===== src/hw/rtl/ate_pkg.sv =====
// Shared types and constants for the ATA task-file address encoder.
`timescale 1ns / 1ps
`default_nettype none
package ate_pkg;

  // Address mode carried with every register write
  typedef enum logic [1:0] {
    MODE_CHS   = 2'd0,
    MODE_LBA28 = 2'd1,
    MODE_LBA48 = 2'd2
  } mode_e;

  // Task-file register identifiers
  localparam logic [3:0] REG_DRIVE_SEL = 4'd0;
  localparam logic [3:0] REG_COUNT_HI  = 4'd1;
  localparam logic [3:0] REG_LBA3      = 4'd2;
  localparam logic [3:0] REG_LBA4      = 4'd3;
  localparam logic [3:0] REG_LBA5      = 4'd4;
  localparam logic [3:0] REG_COUNT_LO  = 4'd5;
  localparam logic [3:0] REG_LBA0      = 4'd6;
  localparam logic [3:0] REG_LBA1      = 4'd7;
  localparam logic [3:0] REG_LBA2      = 4'd8;

  // Configuration register indexes
  localparam logic CFG_LBA_CAPABLE  = 1'b0;
  localparam logic CFG_DEVICE_SLAVE = 1'b1;

  // Address thresholds and drive select bases
  localparam int unsigned Lba48Shift = 28;
  localparam logic [7:0]  SelLba     = 8'hE0;
  localparam logic [7:0]  SelChs     = 8'hA0;

  // floor(n / 63) == (n * ChsRecip) >> ChsRecipShift for every n below 2^28
  localparam logic [28:0] ChsRecip      = 29'd272696337;
  localparam int unsigned ChsRecipShift = 34;

  // One classified request: every byte the back end needs to emit
  typedef struct packed {
    mode_e      mode;
    logic [7:0] sel;
    logic [7:0] count;
    logic [7:0] b0;
    logic [7:0] b1;
    logic [7:0] b2;
    logic [7:0] hi0;
    logic [7:0] hi1;
    logic [7:0] hi2;
  } desc_t;

  // Queue status towards the front and back ends
  typedef struct packed {
    logic full;
    logic empty;
  } qstat_t;

endpackage
`default_nettype wire


===== src/hw/rtl/ata_address_taskfile_encoder_top.sv =====
// Top level of the ATA task-file address encoder.
// A request passes the front-end register, the queue and the output register.
// Throughput: one register write per cycle from the single output sequencer while
// the receiver is ready; a request is nine writes in LBA48 mode, five in LBA28 or CHS.
// Accepting stops once the queue holds QueueDepth requests and the front end one more.
// Reset clears the pipeline, queue and sequencer and sets both config registers to 0.
`timescale 1ns / 1ps
`default_nettype none
module ata_address_taskfile_encoder_top #(
  parameter int unsigned QueueDepth = 2
) (
  input  wire logic        clk_i,
  input  wire logic        rst_ni,
  // Configuration writes
  input  wire logic        cfg_we_i,
  input  wire logic        cfg_idx_i,
  input  wire logic        cfg_wdata_i,
  // Request stream
  input  wire logic        s_axis_tvalid,
  output logic             s_axis_tready,
  input  wire logic [55:0] s_axis_tdata,   // [47:0] block_address, [55:48] sector_count
  // Register write stream
  output logic             m_axis_tvalid,
  input  wire logic        m_axis_tready,
  output logic [7:0]       m_axis_tdata,   // [7:0] register_value
  output logic [5:0]       m_axis_tuser,   // [3:0] register_id, [5:4] address_mode
  output logic             m_axis_tlast    // last_write
);

  logic            lba_capable_q, device_slave_q;
  logic            push, pop;
  ate_pkg::desc_t  wdesc, rdesc;
  ate_pkg::qstat_t qstat;
  ate_pkg::mode_e  mode;
  logic [3:0]      reg_id;

  // Configuration registers
  always_ff @(posedge clk_i or negedge rst_ni) begin
    if (!rst_ni) begin
      lba_capable_q  <= 1'b0;
      device_slave_q <= 1'b0;
    end else if (cfg_we_i) begin
      unique case (cfg_idx_i)
        ate_pkg::CFG_LBA_CAPABLE:  lba_capable_q  <= cfg_wdata_i;
        ate_pkg::CFG_DEVICE_SLAVE: device_slave_q <= cfg_wdata_i;
        default: ;
      endcase
    end
  end

  ate_front u_front (
    .clk_i          (clk_i),
    .rst_ni         (rst_ni),
    .lba_capable_i  (lba_capable_q),
    .device_slave_i (device_slave_q),
    .in_valid_i     (s_axis_tvalid),
    .in_ready_o     (s_axis_tready),
    .addr_i         (s_axis_tdata[47:0]),
    .count_i        (s_axis_tdata[55:48]),
    .qstat_i        (qstat),
    .push_o         (push),
    .desc_o         (wdesc)
  );

  ate_queue #(
    .Depth (QueueDepth)
  ) u_queue (
    .clk_i   (clk_i),
    .rst_ni  (rst_ni),
    .push_i  (push),
    .wdata_i (wdesc),
    .pop_i   (pop),
    .rdata_o (rdesc),
    .stat_o  (qstat)
  );

  ate_back u_back (
    .clk_i       (clk_i),
    .rst_ni      (rst_ni),
    .desc_i      (rdesc),
    .qstat_i     (qstat),
    .pop_o       (pop),
    .out_valid_o (m_axis_tvalid),
    .out_ready_i (m_axis_tready),
    .reg_id_o    (reg_id),
    .reg_val_o   (m_axis_tdata),
    .mode_o      (mode),
    .last_o      (m_axis_tlast)
  );

  assign m_axis_tuser = {mode, reg_id};

  // The final write of every sequence is address byte 2
  assert property (@(posedge clk_i) disable iff (!rst_ni)
    m_axis_tvalid && m_axis_tlast |-> reg_id == ate_pkg::REG_LBA2)
    else $error("last write is not address byte 2");

  // Short sequences never touch count high or the upper address bytes
  assert property (@(posedge clk_i) disable iff (!rst_ni)
    m_axis_tvalid && mode != ate_pkg::MODE_LBA48 |->
      reg_id == ate_pkg::REG_DRIVE_SEL || reg_id == ate_pkg::REG_COUNT_LO ||
      reg_id == ate_pkg::REG_LBA0 || reg_id == ate_pkg::REG_LBA1 ||
      reg_id == ate_pkg::REG_LBA2)
    else $error("high register written outside LBA48 mode");

  // A transfer of a non-final write is followed by the next write of the same request
  assert property (@(posedge clk_i) disable iff (!rst_ni)
    m_axis_tvalid && m_axis_tready && !m_axis_tlast |=>
      m_axis_tvalid && mode == $past(mode) && reg_id != ate_pkg::REG_DRIVE_SEL)
    else $error("register sequence broken");

  // The queue is only popped while it holds a descriptor
  assert property (@(posedge clk_i) disable iff (!rst_ni)
    pop |-> !qstat.empty)
    else $error("pop from empty queue");

endmodule
`default_nettype wire


===== src/hw/rtl/ate_front.sv =====
// Front end: accepts requests, works out the CHS quotient and builds a descriptor.
`timescale 1ns / 1ps
`default_nettype none
module ate_front (
  input  wire logic          clk_i,
  input  wire logic          rst_ni,
  input  wire logic          lba_capable_i,
  input  wire logic          device_slave_i,
  input  wire logic          in_valid_i,
  output logic               in_ready_o,
  input  wire logic [47:0]   addr_i,
  input  wire logic [7:0]    count_i,
  input  wire ate_pkg::qstat_t qstat_i,
  output logic               push_o,
  output ate_pkg::desc_t     desc_o
);

  logic        a_valid_q, a_valid_d;
  logic [47:0] addr_q;
  logic [7:0]  count_q;
  logic [19:0] quot_q;
  logic [56:0] prod;
  logic        accept;

  logic        lba48;
  logic [5:0]  rem;
  logic [7:0]  sect;
  logic [15:0] cyl;
  logic [3:0]  head;
  logic [7:0]  slave_bit;

  assign in_ready_o = !a_valid_q || !qstat_i.full;
  assign accept     = in_valid_i && in_ready_o;
  assign push_o     = a_valid_q && !qstat_i.full;

  // Quotient by 63 through the reciprocal, registered before use; the
  // cylinder is cut to 16 bits, so quotient bits above 19 are never needed
  assign prod = {29'd0, addr_i[27:0]} * {28'd0, ate_pkg::ChsRecip};

  always_comb begin
    a_valid_d = a_valid_q;
    if (accept) begin
      a_valid_d = 1'b1;
    end else if (push_o) begin
      a_valid_d = 1'b0;
    end
  end

  always_ff @(posedge clk_i or negedge rst_ni) begin
    if (!rst_ni) begin
      a_valid_q <= 1'b0;
    end else begin
      a_valid_q <= a_valid_d;
    end
  end

  always_ff @(posedge clk_i) begin
    if (accept) begin
      addr_q  <= addr_i;
      count_q <= count_i;
      quot_q  <= prod[ate_pkg::ChsRecipShift +: 20];
    end
  end

  // CHS split: remainder is addr - 63q, so only the low six bits matter
  assign rem       = addr_q[5:0] + quot_q[5:0];
  assign sect      = {2'b00, rem} + 8'd1;
  assign cyl       = quot_q[19:4];
  assign head      = quot_q[3:0];
  assign lba48     = |addr_q[47:ate_pkg::Lba48Shift];
  assign slave_bit = {3'b000, device_slave_i, 4'h0};

  // Descriptor build
  always_comb begin
    desc_o.count = count_q;
    desc_o.hi0   = addr_q[31:24];
    desc_o.hi1   = addr_q[39:32];
    desc_o.hi2   = addr_q[47:40];
    desc_o.b0    = addr_q[7:0];
    desc_o.b1    = addr_q[15:8];
    desc_o.b2    = addr_q[23:16];
    priority if (lba48) begin
      desc_o.mode = ate_pkg::MODE_LBA48;
      desc_o.sel  = ate_pkg::SelLba | slave_bit;
    end else if (lba_capable_i) begin
      desc_o.mode = ate_pkg::MODE_LBA28;
      desc_o.sel  = ate_pkg::SelLba | slave_bit | {4'h0, addr_q[27:24]};
    end else begin
      desc_o.mode = ate_pkg::MODE_CHS;
      desc_o.sel  = ate_pkg::SelChs | slave_bit | {4'h0, head};
      desc_o.b0   = sect;
      desc_o.b1   = cyl[7:0];
      desc_o.b2   = cyl[15:8];
    end
  end

endmodule
`default_nettype wire


===== src/hw/rtl/ate_queue.sv =====
// Small register queue of descriptors between front and back ends.
`timescale 1ns / 1ps
`default_nettype none
module ate_queue #(
  parameter int unsigned Depth = 2
) (
  input  wire logic            clk_i,
  input  wire logic            rst_ni,
  input  wire logic            push_i,
  input  wire ate_pkg::desc_t  wdata_i,
  input  wire logic            pop_i,
  output ate_pkg::desc_t       rdata_o,
  output ate_pkg::qstat_t      stat_o
);

  localparam int unsigned PtrW = (Depth > 1) ? $clog2(Depth) : 1;
  localparam int unsigned CntW = $clog2(Depth + 1);
  localparam logic [PtrW-1:0] LastPtr = PtrW'(Depth - 1);
  localparam logic [CntW-1:0] DepthCnt = CntW'(Depth);

  ate_pkg::desc_t  mem_q [Depth];
  logic [PtrW-1:0] wr_ptr_q, rd_ptr_q;
  logic [CntW-1:0] cnt_q;

  assign rdata_o      = mem_q[rd_ptr_q];
  assign stat_o.full  = (cnt_q == DepthCnt);
  assign stat_o.empty = (cnt_q == '0);

  // Pointers and fill count
  always_ff @(posedge clk_i or negedge rst_ni) begin
    if (!rst_ni) begin
      wr_ptr_q <= '0;
      rd_ptr_q <= '0;
      cnt_q    <= '0;
    end else begin
      if (push_i) begin
        wr_ptr_q <= (wr_ptr_q == LastPtr) ? '0 : wr_ptr_q + PtrW'(1);
      end
      if (pop_i) begin
        rd_ptr_q <= (rd_ptr_q == LastPtr) ? '0 : rd_ptr_q + PtrW'(1);
      end
      if (push_i && !pop_i) begin
        cnt_q <= cnt_q + CntW'(1);
      end else if (pop_i && !push_i) begin
        cnt_q <= cnt_q - CntW'(1);
      end
    end
  end

  // Storage
  always_ff @(posedge clk_i) begin
    if (push_i) begin
      mem_q[wr_ptr_q] <= wdata_i;
    end
  end

endmodule
`default_nettype wire


===== src/hw/rtl/ate_back.sv =====
// Back end: walks the register write sequence of the head descriptor.
`timescale 1ns / 1ps
`default_nettype none
module ate_back (
  input  wire logic            clk_i,
  input  wire logic            rst_ni,
  input  wire ate_pkg::desc_t  desc_i,
  input  wire ate_pkg::qstat_t qstat_i,
  output logic                 pop_o,
  output logic                 out_valid_o,
  input  wire logic            out_ready_i,
  output logic [3:0]           reg_id_o,
  output logic [7:0]           reg_val_o,
  output ate_pkg::mode_e       mode_o,
  output logic                 last_o
);

  logic [3:0]     step_q, step_d;
  logic           out_valid_q;
  logic [3:0]     reg_id_q;
  logic [7:0]     reg_val_q;
  ate_pkg::mode_e mode_q;
  logic           last_q;
  logic           advance, issue, is_last;
  logic [7:0]     val;

  assign advance = !out_valid_q || out_ready_i;
  assign issue   = advance && !qstat_i.empty;
  assign is_last = (step_q == ate_pkg::REG_LBA2);
  assign pop_o   = issue && is_last;

  // Byte for the current register
  always_comb begin
    unique case (step_q)
      ate_pkg::REG_DRIVE_SEL: val = desc_i.sel;
      ate_pkg::REG_COUNT_HI:  val = 8'h00;
      ate_pkg::REG_LBA3:      val = desc_i.hi0;
      ate_pkg::REG_LBA4:      val = desc_i.hi1;
      ate_pkg::REG_LBA5:      val = desc_i.hi2;
      ate_pkg::REG_COUNT_LO:  val = desc_i.count;
      ate_pkg::REG_LBA0:      val = desc_i.b0;
      ate_pkg::REG_LBA1:      val = desc_i.b1;
      ate_pkg::REG_LBA2:      val = desc_i.b2;
      default:                val = 8'h00;
    endcase
  end

  // Next register: short sequences skip count high and the high address bytes
  always_comb begin
    step_d = step_q;
    if (issue) begin
      priority if (is_last) begin
        step_d = ate_pkg::REG_DRIVE_SEL;
      end else if (step_q == ate_pkg::REG_DRIVE_SEL && desc_i.mode != ate_pkg::MODE_LBA48) begin
        step_d = ate_pkg::REG_COUNT_LO;
      end else begin
        step_d = step_q + 4'd1;
      end
    end
  end

  always_ff @(posedge clk_i or negedge rst_ni) begin
    if (!rst_ni) begin
      step_q      <= ate_pkg::REG_DRIVE_SEL;
      out_valid_q <= 1'b0;
    end else begin
      step_q <= step_d;
      if (advance) begin
        out_valid_q <= !qstat_i.empty;
      end
    end
  end

  // Output register
  always_ff @(posedge clk_i) begin
    if (issue) begin
      reg_id_q  <= step_q;
      reg_val_q <= val;
      mode_q    <= desc_i.mode;
      last_q    <= is_last;
    end
  end

  assign out_valid_o = out_valid_q;
  assign reg_id_o    = reg_id_q;
  assign reg_val_o   = reg_val_q;
  assign mode_o      = mode_q;
  assign last_o      = last_q;

endmodule
`default_nettype wire


===== config.mk =====
export PLATFORM = sky130hd
export DESIGN_NAME = ata_address_taskfile_encoder_top
export DESIGN_NICKNAME = d
export VERILOG_FILES = /design/src/hw/rtl/ate_pkg.sv /design/src/hw/rtl/ata_address_taskfile_encoder_top.sv /design/src/hw/rtl/ate_front.sv /design/src/hw/rtl/ate_queue.sv /design/src/hw/rtl/ate_back.sv
export SDC_FILE = /design/constraint.sdc
export NUM_CORES = 1
export LEC_CHECK = 0
export BUFFER_PORTS_ARGS = -buffer_cell sky130_fd_sc_hd__buf_2
export CORE_UTILIZATION = 62
export DETAILED_ROUTE_END_ITERATION = 10
export GPL_TIMING_DRIVEN = 0
export PLACE_DENSITY = 0.81
export SETUP_SLACK_MARGIN = 0.15
export SLEW_MARGIN = 20
export SYNTH_ARGS = -nofsm -noshare
export SYNTH_HDL_FRONTEND = slang
export SYNTH_SLANG_ARGS = --single-unit

===== constraint.sdc =====
create_clock -name clk_i -period 4.7 [get_ports clk_i]
set_clock_uncertainty 0.15 [all_clocks]
set_input_delay 0.94 -clock clk_i [delete_from_list [all_inputs] [get_ports clk_i]]
set_output_delay 0.94 -clock clk_i [all_outputs]
set_load 0.02 [all_outputs]

# Word-level counts from Yosys, hierarchy flattened
# Memory sizes are Yosys's and may differ from the RTL's.
# Cells that the tools add are included.
[word_totals]
reg_bits = 103
ramBits = 132
in_bits = 63
out_inout_bits = 17
elab_cells = 73
mem_count = 1
[memory_table]
columns = ["name", "words", "word_bits", "read_ports", "rd_ports_with_merged_regs", "write_ports", "line_no", "source"]
rows = [
  ["u_queue.mem_q", 2, 66, 1, 0, 1, "ate_queue.sv:21", "ate_pkg::desc_t mem_q [Depth];"],
]
[op_classes]
add_sub_neg = 7
mul = 1
eq_ne = 9
muxes = 15
bitwise_logic = 3
reduce_logical = 22
[ops]
columns = ["op", "n"]
rows = [
  ["8-bit case mux with 8 select lines", 1],
  ["28-bit by 29-bit multiplier with 54-bit output, second input constant", 1],
  ["24-bit two-way mux", 2],
  ["20-bit OR reduction", 1],
  ["4-bit by 3-bit == test with 1-bit output, second input constant", 4],
  ["8-bit by 4-bit OR with 8-bit output", 2],
  ["10-bit two-way mux", 1],
  ["9-bit two-way mux", 1],
  ["4-bit by 2-bit == test with 1-bit output, second input constant", 2],
  ["4-bit two-way mux", 2],
  ["6-bit by 1-bit adder with 7-bit output, second input constant", 1],
  ["1-bit logical AND", 7],
  ["6-bit adder", 1],
  ["1-bit logical NOT", 6],
  ["1-bit two-way mux", 6],
  ["4-bit by 1-bit adder with 4-bit output, second input constant", 1],
  ["4-bit == test, second input constant", 1],
  ["4-bit logical NOT", 1],
  ["2-bit two-way mux", 2],
  ["2-bit AND reduction", 2],
  ["2-bit nonzero test", 2],
  ["1-bit adder, second input constant", 2],
  ["2-bit by 1-bit adder with 2-bit output, second input constant", 1],
  ["2-bit == test, second input constant", 1],
  ["5 further kinds", 6],
]

# Longest topological paths before layout
# Gate-level depths: netlist of the first run.
[logic_depth]
depth_word = 7
ltp_mapped = 20
depth_no_buf = 19

# By module
# From an unflattened synthesis of the first run, not the netlist that was laid out.
[hier_totals]
hier_cells = 1151
hier_area_um2 = 14702.9
[by_module_without_submodules]
columns = ["mod", "instances", "cells_per_inst", "area_each_um2", "seq_area_each_um2"]
rows = [
  ["ate_front", 1, 796, 8261.7, 2307.2],
  ["ate_queue", 1, 221, 5062.4, 4063.9],
  ["ate_back", 1, 128, 1292.5, 575.6],
  ["ata_address_taskfile_encoder_top", 1, 6, 86.3, 50.0],
]

# Worst setup path before layout of the first run
# OpenSTA, ideal clock, no wires.
[synth_timing]
kind = "input to register"
startpoint = "input s_axis_tdata[21]"
endpoint = "register u_front.quot_q[9], data pin"
setup_time_ns = 0.263
arrival_ns = 5.358
required_time_ns = 4.287
setup_slack_ns = -1.071
path_stages = 17
n_path_buf = 1
path_cell_list = "ha_1 -> fa_1 -> fa_1 -> fa_1 -> inv_1 -> fa_1 -> inv_1 -> ha_1 -> clkbuf_1 -> a21oi_1 -> o22ai_1 -> o21ai_0 -> nand3b_1 -> o21a_1 -> or4b_4 -> and2_1 -> xor2_1"
[synth_via]
elab_chain_len = 1
[synth_rtl]
columns = ["element", "line_no", "source"]
rows = [
  ["from (decl)", "ata_address_taskfile_encoder_top.sv:21", "input wire logic [55:0] s_axis_tdata,"],
  ["28-bit by 29-bit multiplier with 54-bit output", "ate_front.sv:38", "assign prod = {29'd0, addr_i[27:0]} * {28'd0, ate_pkg::ChsRecip};"],
  ["via u_front.prod[43]", "ate_front.sv:22", "logic [56:0] prod;"],
  ["to (signal assigned)", "ate_front.sv:61", "quot_q <= prod[ate_pkg::ChsRecipShift +: 20];"],
  ["to (decl)", "ate_front.sv:21", "logic [19:0] quot_q;"],
]
# The timed path passes the listed nets, and every way through them passes these cells.
# A chain may end at the register's enable or synchronous reset.

# Final worst setup path of the first run
[layout_timing]
startpoint = "input s_axis_tdata[25]"
endpoint = "register u_front.quot_q[12], data pin"
# Same word-level chain as after synthesis.

==> results of run 1 <==
==> worst max-delay path, cell delays in order <==
cell	delay [ns]
buf_12	0.12
ha_4	0.23
fa_1	0.56
fa_1	0.45
fa_1	0.51
inv_2	0.05
fa_1	0.51
inv_2	0.06
ha_4	0.29
buf_6	0.11
nand3_4	0.08
nor3_4	0.22
and3_4	0.22
o311a_4	0.22
o21a_4	0.16
o41ai_4	0.10
buf_4	0.16
buf_6	0.11
a211o_1	0.30
==> report_power, final <==
group	switching [uW]	internal, uW
registers	231	3050
clock network	700	878
logic	2970	2180
==> final cells by class <==
type	instances	area, um2
Clock inverter	12	92.59
Fill cell	1350	5346
Tap cell	280	350.3
Inverter	132	495.5
Buffer	23	100.1
Timing Repair Buffer	115	863.3
Multi-Input combinational cell	717	7297
Clock buffer	24	536.8
Sequential cell	231	6877
==> state kept, by name (all words and copies together), names as in the netlist, 2 cells and up <==
signal            flops
u_back.step_q         4
u_back.reg_val_o      8
u_front.quot_q       20
u_queue.cnt_q         2
u_back.reg_id_o       4
u_front.count_q       8
u_front.addr_q       48
u_queue.mem_q       128
u_back.mode_o         2
==> per-layer routing <==
layer	global-route usage	vias up
met5	0	-
met4	0.1234	0
met3	0.03527	99
met2	0.5416	367
met1	0.3286	4539
li1	-	4308
==> final timing paths <==
path	end	slack, ns	start
setup / recovery	u_front.quot_q[12]$_DFFE_PP_	-0.61	s_axis_tdata[25]
max in group asynchronous	lba_capable_q$_DFFE_PN0P_	4.03	rst_ni
setup reg to reg	u_queue.mem_q[1][39]$_DFFE_PP_	0.97	u_front.addr_q[34]$_DFFE_PP_
min in group clk_i	u_back.reg_id_o[3]$_DFFE_PP_	0.31	u_back.step_q[3]$_DFFE_PN0P_
hold / removal	u_back.step_q[2]$_DFFE_PN0P_	0.16	rst_ni
hold reg to reg	u_back.reg_id_o[3]$_DFFE_PP_	0.31	u_back.step_q[3]$_DFFE_PN0P_
==> Yosys cell counts (24+ instances only) <==
master	count	area (um2)
a21oi_1	39	195.2
edfxtp_1	219	6576
fa_1	59	1181
ha_1	182	2277
inv_1	132	495.5
mux2i_1	62	620.6
nand2_1	88	330.3
nor2_1	25	93.84
o21ai_0	30	150.1
o22ai_1	31	193.9
xnor2_1	24	210.2
==> cells by family (layout without fill, tap and decap cells) <==
kind of cell               after synthesis  after routing  synth area share
muxes                                   65             65           0.04670
and+or+nand+nor                        207            207           0.07251
buffers and inverters                  155            306           0.04152
xor gates and xnor gates                34             34           0.02125
DFF                                    231            231            0.4908
AOI/OAI and AO/OA                      170            170           0.08046
adders and majority gates              241            241            0.2468
==> cell usage in the layout (no fill, tap or decap), types with 5 or more instances in the layout <==
cell type,Yosys,final
inv_2,0,14
a21oi_1,39,31
nand2_1,88,87
dfrtp_1,12,12
xor2_1,10,10
nor2_1,25,23
clkbuf_16,0,21
clkinv_2,0,7
buf_12,0,6
fa_1,59,49
nand3b_1,5,5
nand3_1,21,16
o211ai_1,5,5
a21oi_2,0,5
mux2i_1,62,62
o21ai_1,2,7
o21ai_0,30,22
o22ai_1,31,30
and3_1,9,7
buf_6,0,10
nor3_1,12,7
nand3_4,0,5
edfxtp_1,219,219
a21o_1,19,19
ha_4,0,27
nand2b_1,7,7
clkbuf_1,21,21
nand4_1,6,6
nor4_1,6,5
fa_2,0,10
buf_2,0,67
buf_4,0,28
inv_1,132,118
xnor2_1,24,21
ha_1,182,151
or4_1,8,8
==> metrics by stage <==
| stage | power, uW | setup TNS, ns |
|---|---|---|
| 2_1_floorplan | 6472 | -9.707 |
| 3_3_place_gp | 7495 | -61.76 |
| 3_5_place_dp | 7657 | -23.03 |
| 4_1_cts | 9593 | -6.495 |
| 5_1_grt | 10550 | -9.635 |
| 6_report | 10010 | -7.808 |
==> what timing repair did <==
item,in CTS,in global routing
endpoints found under the hold margin,0,0
pin swaps,40,58
resized for setup,67,74
setup buffers,15,16
setup endpoints to repair,20,20
gates cloned,0,0
==> metrics.md, run 1 <==
| Metric | Value |
|---|---|
| DR top layer | met4 |
| Layout Nets | 1,545 |
| Worst R2R Path Depth | 8 |
| Die Height | 152.3 um |
| Yosys cell types | 59 |
| First-pass GRT wire length | 50.92 mm |
| Initial core utilization | 0.6381 |
| Total leakage power | 0.007117 uW |
| Seq/Total Area, Yosys | 0.4908 |
| Primary FF master, synth | edfxtp_1 |
| Final Core Density | 0.7565 |
| Vias in the first global route | 9,497 |
| Min-Delay Path Class | in2async |
| Number of synthesized flops with an enable pin | 219 |
| Worst slack at placement | -1.481 ns |
| FP Rows | 54 |
| Final cell count without fillers | 1,534 |
| DR pass1 iterations | 10 |
| Mapped Area | 0.01401 mm2 |
| Congestion Overflow GR | 0 |
| Crit start category | primary input |
| I/O pin total | 80 |
| Largest net degree at the start of global routing | 54 |
| RSZ-0062 raised after global routing | true |
| Syn_area_per_cell | 12.70 um2 |
| WS Path Type | in2reg |
| Worst-Skew Late Latency | 0.50 ns |
| Ys async rst share | 0.05195 |
| DR WL/cell | 21.75 um |
| Min Tclk post-route | 5.309 ns |
| Crit-path max FO | 4 |
| Antenna violations before repair | 0 |
| Flops & latches, synth | 231 |
| Critical path capture point type | flop |
| Status | finished with violations |
| MaxCap Viol Count | 0 |
| Syn Nets | 1,407 |
| Worst relative slew slack | 0.3746 |
| Yosys warns | 0 |
| WP data arrival | 5.40 ns |
| Clk sink count | 231 |
| Routed met1 length | 12.35 mm |
| Max Freq | 188.3 MHz |
| CTS HTree Levels | 1 |
| Failing checks | DRC, setup timing |
| Cts hold-fix bufs | 0 |
| CTS tree | yes |
| Clk buf depth | 3 |
| IO Port Bufs | 79 |
| Overall Global Routing Usage | 0.2878 |
| Post-placement cell count | 1,467 |
| Peak VDD IR | 0.7071 mV |
| Detailed Route Iter0 Violations | 591 |
| Met3 WL | 1.778 mm |
| Vias per cell | 6.071 |
| Final wirelength | 33.37 mm |
| Final Max Slew Viols | 0 |
| Met2 wire len | 17.73 mm |
| Die footprint | 0.02321 mm2 |
| Core area | 0.02196 mm2 |
| Share of layout cells above drive strength 1 | 0.2089 |
| Setup violators final | 20 |
| Synth-to-layout area growth | 18.56% |
| Clk slew on worst S/H paths | 0.06 ns |
| Synthesized instance count | 1,103 |
| DP Wirelength | 24.45 mm |
| Clock root buffer | clkbuf_16 |
| Die width | 152.3 um |
| Fin Hold WS | 0.1575 ns |
| Post-layout instance area | 0.01661 mm2 |
| Tcrit/Tclk final | 1.130 |
| Data required, critical path | 4.79 ns |
| DR DRC count | 6 |
| Final Hold Fails | 0 |
| DP Area | 0.01509 mm2 |
| Worst Max-Slew Pin Slew | 0.9381 ns |
| # diodes | 0 |
| Cts bufs inserted | 21 |
| GPL Wtd Cong | 0.8968 |
| ANT nets after route | 0 |
| Power Density | 602.6 mW/mm2 |
| Final worst setup slack | -0.6093 ns |
| Vias post-DR | 9,313 |
Power figures use the tool's default switching activity.
==> run 2: changes to the inputs <==
ABC_AREA = 1   (was not set)
CORE_UTILIZATION = 63   (was 62)
PLACE_DENSITY = 0.82   (was 0.81)
==> metrics.md, run 2 <==
| Metric | Value |
|---|---|
| Peak VDD IR | 0.4566 mV (was 0.7071 mV) |
| Vias per cell | 5.791 (was 6.071) |
| Largest Register | u_queue.mem_q (unchanged) |
| WS Path Type | in2reg (unchanged) |
| FP Rows | 56 (was 54) |
| I/O pin total | 80 (unchanged) |
| Failing checks | setup timing (was DRC, setup timing) |
| Cts bufs inserted | 21 (unchanged) |
| DR pass1 iterations | 5 (was 10) |
| Clk buf depth | 3 (unchanged) |
| Die width | 158.2 um (was 152.3 um) |
| Max FFs per register | 128 (unchanged) |
| RSZ-0062 raised after global routing | true (unchanged) |
| Max Freq | 211.5 MHz (was 188.3 MHz) |
| DP Wirelength | 33.33 mm (was 24.45 mm) |
| GRT met3 Usage | 0.03230 (was 0.03527) |
| WP data arrival | 4.83 ns (was 5.40 ns) |
| Initial core utilization | 0.6487 (was 0.6381) |
| Min-Delay Path Class | in2async (unchanged) |
| Crit start category | primary input (unchanged) |
| Most area-consuming cells after synthesis | edfxtp_1, ha_1, nand2_1, fa_1, inv_1 (was edfxtp_1, ha_1, fa_1, mux2i_1, inv_1) |
| Power Density | 628.7 mW/mm2 (was 602.6 mW/mm2) |
| Mux cell area share after synthesis | 0 (was 0.04670) |
| Final Max Slew Viols | 0 (unchanged) |
| Syn_area_per_cell | 9.356 um2 (was 12.70 um2) |
| Biggest regs | u_queue.mem_q: 128 flops, u_front.addr_q: 48 flops, u_front.quot_q: 20 flops (unchanged) |
| Final Hold Fails | 0 (unchanged) |
| CTS tree | yes (unchanged) |
| Cts hold-fix bufs | 0 (unchanged) |
| Core area | 0.02368 mm2 (was 0.02196 mm2) |
| Yosys top cell area share | 0.4281 (was 0.4693) |
| Commonest cells after routing, fill and taps aside | nand2_1, inv_1, edfxtp_1, ha_1, buf_2 (was edfxtp_1, ha_1, inv_1, nand2_1, buf_2) |
| Mapped Area | 0.01536 mm2 (was 0.01401 mm2) |
| Critical path capture point type | flop (unchanged) |
| Simple-Gate Fraction of Synth Area | 0.1897 (was 0.07251) |
| Worst-Skew Late Latency | 0.50 ns (about the same) |
| Xor and xnor area share after synthesis | 0.007982 (was 0.02125) |
| Adder-Cell Fraction of Synth Area | 0.2251 (was 0.2468) |
| Seq/Total Area, Yosys | 0.4476 (was 0.4908) |
| Die footprint | 0.02501 mm2 (was 0.02321 mm2) |
| CTS HTree Levels | 1 (unchanged) |
| Clock root buffer | clkbuf_16 (unchanged) |
| Most frequent cell after synthesis | nand2_1 (was edfxtp_1) |
| GPL Wtd Cong | 0.9607 (was 0.8968) |
| Detailed Route Iter0 Violations | 1,052 (was 591) |
| Fin Hold WS | 0.1659 ns (was 0.1575 ns) |
| Synthesized instance count | 1,642 (was 1,103) |
| Fill cells | 1,526 (was 1,350) |
| DP Area | 0.01657 mm2 (was 0.01509 mm2) |
| GR met1 Demand/Resource | 0.3768 (was 0.3286) |
| Largest net degree at the start of global routing | 41 (was 54) |
| Vias in the first global route | 12.25k (was 9,497) |
| # diodes | 0 (unchanged) |
| Die Height | 158.2 um (was 152.3 um) |
| DR WL/cell | 20.54 um (was 21.75 um) |
| Compound-Gate Fraction of Synth Area | 0.06280 (was 0.08045) |
| Final worst setup slack | -0.02812 ns (was -0.6093 ns) |
| Yosys warns | 0 (unchanged) |
| Most Used Layer, Global Route | met2 (unchanged) |
| Ys async rst share | 0.05195 (unchanged) |
| Min Tclk post-route | 4.728 ns (was 5.309 ns) |
| Tcrit/Tclk final | 1.006 (was 1.130) |
| Final wirelength | 43.10 mm (was 33.37 mm) |
| Clk slew on worst S/H paths | 0.07 ns (was 0.06 ns) |
| Met2 Track Usage GR | 0.6535 (was 0.5416) |
| Flops & latches, synth | 231 (unchanged) |
| IO Port Bufs | 79 (unchanged) |
| Syn Nets | 1,946 (was 1,407) |
| Worst Max-Slew Pin Slew | 0.8140 ns (was 0.9381 ns) |
| Yosys cell types | 39 (was 59) |
| Clk sink count | 231 (unchanged) |
| Worst slack at placement | -0.8610 ns (was -1.481 ns) |
| First-pass GRT wire length | 64.09 mm (was 50.92 mm) |
| Overall Global Routing Usage | 0.3499 (was 0.2878) |
| Largest family of logic cells by synthesized area | adder cells (unchanged) |
| Crit-path max FO | 4 (unchanged) |
| Most common cell after layout, fill and taps aside | nand2_1 (was edfxtp_1) |
| Synth-to-layout area growth | 18.83% (was 18.56%) |
| Status | finished with violations (unchanged) |
| Layout Nets | 2,071 (was 1,545) |
| MaxCap Viol Count | 0 (unchanged) |
| Yosys top cell by area | edfxtp_1 (unchanged) |
| Worst relative slew slack | 0.4553 (was 0.3746) |
| Post-layout instance area | 0.01826 mm2 (was 0.01661 mm2) |
| Congestion Overflow GR | 0 (unchanged) |
| Total leakage power | 0.008409 uW (was 0.007117 uW) |
| ANT nets after route | 0 (unchanged) |
| Primary FF master, synth | edfxtp_1 (unchanged) |
| Number of synthesized flops with an enable pin | 219 (unchanged) |
| Antenna violations before repair | 0 (unchanged) |
| Share of layout cells above drive strength 1 | 0.2018 (was 0.2089) |
| Post-synth top cells | nand2_1, inv_1, edfxtp_1, ha_1, nor2_1 (was edfxtp_1, ha_1, inv_1, nand2_1, mux2i_1) |
| Setup violators final | 1 (was 20) |
| DR DRC count | 0 (was 6) |
| Data required, critical path | 4.80 ns (was 4.79 ns) |
| Vias post-DR | 12.15k (was 9,313) |
[run 2: cell types whose count changed after synthesis, sizes merged, moves of 18 or more]
cell,previous run,this run
nand3,21,49
a21oi,39,81
nor2,25,113
nand4,6,33
inv,132,250
xnor2,24,6
mux2i,62,0
nand2,88,496
o22ai,31,1
[run 2: kinds of logic after synthesis]
group / Yosys count
compound gates: 169
xor+xnor: 14
buf+inv: 268
flops: 231
simple gates: 719
fa+ha+maj: 241
[run 2: area by class of cell]
cell class / instances / area (um2) / area share
Tap cell: 319 / 399.1 / 0.02186
Clock buffer: 26 / 544.3 / 0.02981
Multi-Input combinational cell: 1143 / 8564 / 0.4692
Timing Repair Buffer: 102 / 762.0 / 0.04174
Sequential cell: 231 / 6877 / 0.3767
Buffer: 18 / 87.58 / 0.004798
Inverter: 250 / 945.9 / 0.05182
Clock inverter: 9 / 75.07 / 0.004112
[run 2: worst paths after layout]
check / from / endpoint / slack [ns] / cells after the start
worst max-delay path: s_axis_tdata[20] / u_front.quot_q[10]$_DFFE_PP_ / -0.03 / 16
worst min-delay path: rst_ni / u_back.step_q[3]$_DFFE_PN0P_ / 0.17 / 1
worst max register to register: u_back.step_q[0]$_DFFE_PN0P_ / u_queue.cnt_q[1]$_DFFE_PN0P_ / 1.70 / 12
worst min register to register: u_front.count_q[1]$_DFFE_PP_ / u_queue.mem_q[0][49]$_DFFE_PP_ / 0.31 / 0
max in group asynchronous: rst_ni / u_queue.wr_ptr_q$_DFFE_PN0P_ / 3.99 / 1
min in group clk_i: u_front.count_q[1]$_DFFE_PP_ / u_queue.mem_q[0][49]$_DFFE_PP_ / 0.31 / 0
[run 2: repair_timing]
item,CTS,global route
pin swaps,90,83
setup buffers,9,8
resized for setup,174,81
endpoints found under the setup margin,20,20
[run 2: per-layer routing]
metal	vias to the layer above	routed length, um
met1	5783	15370
li1	5698	-
met4	0	3402
met3	161	2183
met2	507	22140
met5	-	0
[run 2: where the power goes]
| group | total [uW] | leakage, uW | switching (uW) | internal, uW |
|---|---|---|---|---|
| clock | 1570 | 0.000306 | 694 | 877 |
| combinational | 6560 | 0.00589 | 4300 | 2260 |
| sequential | 3350 | 0.00221 | 248 | 3100 |
| total | 11500 | 0.00841 | 5240 | 6240 |
[run 2: per-stage QoR]
stage	cells	util	TNS, ns	total power (uW)
final	2098	0.7708	-0.02812	11480
after global placement	2040	0.6933	-99.38	8390
after global routing	2098	0.7708	-0.8619	12150
after detailed placement	2046	0.6995	-13.95	8605
after CTS	2090	0.7550	-0.01608	10880
after floorplan	1642	-	-0.2891	7022
[run 2: critical path, stage by stage]
cell	delay (ns)
buf_12	0.12
ha_4	0.24
fa_2	0.57
inv_4	0.05
fa_1	0.56
fa_1	0.47
fa_1	0.54
inv_2	0.05
ha_4	0.32
nand2_8	0.09
nor2_4	0.14
nand2_4	0.10
nor3_4	0.11
nand4_1	0.23
nand4_1	0.19
nand2_2	0.08
==> run 3: changes to the inputs <==
--- a/config.mk
+++ b/config.mk
@@ -13,4 +13,6 @@
 export PLACE_DENSITY = 0.82
 export SETUP_SLACK_MARGIN = 0.15
+export SKIP_CTS_REPAIR_TIMING = 1
+export SKIP_LAST_GASP = 1
 export SLEW_MARGIN = 20
 export SYNTH_ARGS = -nofsm -noshare
==> constraint.sdc (replaced) <==
create_clock -name clk_i -period 4.7 [get_ports clk_i]
set_clock_uncertainty 0.15 [all_clocks]
set_input_delay 0.47 -clock clk_i [delete_from_list [all_inputs] [get_ports clk_i]]
set_output_delay 0.47 -clock clk_i [all_outputs]
set_load 0.02 [all_outputs]
==> metrics.md, run 3 (same netlist as run 2, synthesis figures left out) <==
| Metric | Value |
|---|---|
| DR pass1 iterations | 7 (was 5) |
| Hold Startpoint | s_axis_tdata[47] |
| Congestion Overflow GR | 0 (unchanged) |
| Min-Delay Path Class | in2reg (was in2async) |
| Max FFs per register | 128 (unchanged) |
| Worst relative slew slack | 0.4136 (was 0.4553) |
| Fin Hold WS | 0.0007424 ns (was 0.1659 ns) |
| Post-placement cell count | 2,048 (was 2,046) |
| RSZ-0062 raised after global routing | true (unchanged) |
| Total leakage power | 0.008250 uW (was 0.008409 uW) |
| Largest Register | u_queue.mem_q (unchanged) |
| GPL Wtd Cong | 0.9910 (was 0.9607) |
| Vias in the first global route | 12.31k (was 12.25k) |
| Die footprint | 0.02501 mm2 (unchanged) |
| Crit-path max cell delay | 0.59 ns (was 0.57 ns) |
| Initial core utilization | 0.6487 (unchanged) |
| RR Startpoint | u_back.step_q[0]$_DFFE_PN0P_ (unchanged) |
| Crit-path max FO | 4 (unchanged) |
| ANT nets after route | 0 (unchanged) |
| Tcrit/Tclk final | 0.9532 (was 1.006) |
| Detailed Route Iter0 Violations | 964 (was 1,052) |
| MaxCap Viol Count | 0 (unchanged) |
| DR WL/cell | 21.07 um (was 20.54 um) |
| R2r endpoint | u_queue.cnt_q[1]$_DFFE_PN0P_ (unchanged) |
| Worst slack at placement | -0.6282 ns (was -0.8610 ns) |
| Crit start category | primary input (unchanged) |
| Overall Global Routing Usage | 0.3561 (was 0.3499) |
| Die width | 158.2 um (unchanged) |
| Power Density | 598.8 mW/mm2 (was 628.7 mW/mm2) |
| DP Wirelength | 33.83 mm (was 33.33 mm) |
| Buf/Inv on CP | 3 (unchanged) |
| Max Freq | 223.2 MHz (was 211.5 MHz) |
| Layout Nets | 2,079 (was 2,071) |
| Vias post-DR | 12.18k (was 12.15k) |
| DR DRC count | 0 (unchanged) |
| Die Height | 158.2 um (unchanged) |
| Worst R2R Path Depth | 12 (unchanged) |
| Clk buf depth | 3 (unchanged) |
| I/O pin total | 80 (unchanged) |
| Share of layout cells above drive strength 1 | 0.1074 (was 0.2018) |
| CTS HTree Levels | 1 (unchanged) |
| Status | finished, final reports clean (was finished with violations) |
| WS Path Type | in2reg (unchanged) |
| Final wirelength | 44.40 mm (was 43.10 mm) |
| Biggest regs | u_queue.mem_q: 128 flops, u_front.addr_q: 48 flops, u_front.quot_q: 20 flops (unchanged) |
| Hold endpoint | u_front.addr_q[47]$_DFFE_PP_ |
| Commonest cells after routing, fill and taps aside | nand2_1, inv_1, edfxtp_1, ha_1, nor2_1 (was nand2_1, inv_1, edfxtp_1, ha_1, buf_2) |
| Final cell count without fillers | 2,107 (was 2,098) |
| FP Rows | 56 (unchanged) |
| IO Port Bufs | 79 (unchanged) |
| Data required, critical path | 4.80 ns (about the same) |
| Reg2Reg Setup Slack | 1.62 ns (was 1.70 ns) |
| Final Max Slew Viols | 0 (unchanged) |
| CTS tree | yes (unchanged) |
| Setup violators final | 0 (was 1) |
| Worst-Skew Late Latency | 0.50 ns (about the same) |
| Cts bufs inserted | 21 (unchanged) |
| Antenna violations before repair | 0 (unchanged) |
| Crit path max-delay family | adder cells (unchanged) |
| Core area | 0.02368 mm2 (unchanged) |
| Peak VDD IR | 0.4888 mV (was 0.4566 mV) |
| Clk slew on worst S/H paths | 0.07 ns (about the same) |
| Worst hold path depth | 1 |
| Min Tclk post-route | 4.480 ns (was 4.728 ns) |
| Final Hold Fails | 0 (unchanged) |
| Fin Setup TNS | 0 ns (was -0.02812 ns) |
| Fill cells | 1,693 (was 1,526) |
| Final worst setup slack | 0.2198 ns (was -0.02812 ns) |
| Worst Max-Slew Pin Slew | 0.8764 ns (was 0.8140 ns) |
| Clock root buffer | clkbuf_16 (unchanged) |
| First-pass GRT wire length | 65.05 mm (was 64.09 mm) |
| Critical path capture point type | flop (unchanged) |
| Slowest cell on crit path | fa_2 (unchanged) |
| Vias per cell | 5.779 (was 5.791) |
| Largest net degree at the start of global routing | 46 (was 41) |
| Synth-to-layout area growth | 14.23% (was 18.83%) |
| # diodes | 0 (unchanged) |
| Clk sink count | 231 (unchanged) |
| Most common cell after layout, fill and taps aside | nand2_1 (unchanged) |
| WP data arrival | 4.58 ns (was 4.83 ns) |
| Worst-path cell chain | clkbuf_4 > ha_4 > fa_2 > inv_1 > fa_1 > fa_1 > fa_1 > inv_1 > ha_4 > nand2_2 > nor2_4 > nand2_1 > nor2_2 > nand3_2 > nor2_4 > nor2_1 > nand2_1 > nand2_1 (was buf_12 > ha_4 > fa_2 > inv_4 > fa_1 > fa_1 > fa_1 > inv_2 > ha_4 > nand2_8 > nor2_4 > nand2_4 > nor3_4 > nand4_1 > nand4_1 > nand2_2) |
[run 3: cell count changes in the layout (fill, tap and decap cells not counted), sizes merged]
cell         previous run  this run
dlygate4sd3             0        23
buf                   113        97
clkinv                  7         9
bufinv                  1         2
clkbuf                 33        32
[run 3: layout make-up]
class,instances,area [um2],area share
Multi-Input combinational cell,1143,7762,0.4424
Sequential cell,231,6877,0.3919
Inverter,250,940.9,0.05362
Timing Repair Buffer,110,820.8,0.04677
Clock buffer,24,536.8,0.03059
Tap cell,319,399.1,0.02275
Clock inverter,12,123.9,0.007059
Buffer,18,87.58,0.004991
[run 3: worst register-to-register path: stages, from the launching register on]
cell,delay [ns]
dfrtp_1,0.44
inv_1,0.14
ha_1,0.16
inv_1,0.07
nor3_1,0.45
buf_2,0.43
inv_1,0.08
nor2_1,0.19
inv_1,0.11
ha_1,0.34
a21oi_1,0.13
o21ai_0,0.12
xor2_1,0.16
[run 3: power breakdown]
group          switching [uW]  internal (uW)  total (uW)
sequential                251           3100        3350
clock                     719            936        1660
combinational            3700           1810        5500
[run 3: worst max-delay path by stage]
stage,slack [ns],startpoint,end,cells after the start
floorplan,0.25,s_axis_tdata[20],u_front.quot_q[18]$_DFFE_PP_,16
global placement,-0.73,u_queue.cnt_q[1]$_DFFE_PN0P_,u_queue.mem_q[1][48]$_DFFE_PP_,3
detailed placement,-0.63,s_axis_tdata[21],u_front.quot_q[3]$_DFFE_PP_,18
CTS,-0.12,s_axis_tdata[21],u_front.quot_q[3]$_DFFE_PP_,18
global route,0.08,s_axis_tdata[23],u_front.quot_q[9]$_DFFE_PP_,19
finish,0.22,s_axis_tdata[20],u_front.quot_q[9]$_DFFE_PP_,18
[run 3: stage by stage]
stage          cell area [um2]    util  power [uW]
2_1_floorplan            15360       -        6638
3_3_place_gp             16160  0.6822        8066
3_5_place_dp             16360  0.6909        8305
4_1_cts                  17020  0.7188        9993
5_1_grt                  17550  0.7410       11190
6_report                 17550  0.7410       10510
[run 3: routing by layer]
metal | vias up | share of wire | global-route usage
li1 | 5713 | - | -
met1 | 5779 | 0.36 | 0.3857
met2 | 517 | 0.52 | 0.6646
met3 | 167 | 0.053 | 0.03148
met4 | 0 | 0.074 | 0.2276
met5 | - | 0 | 0
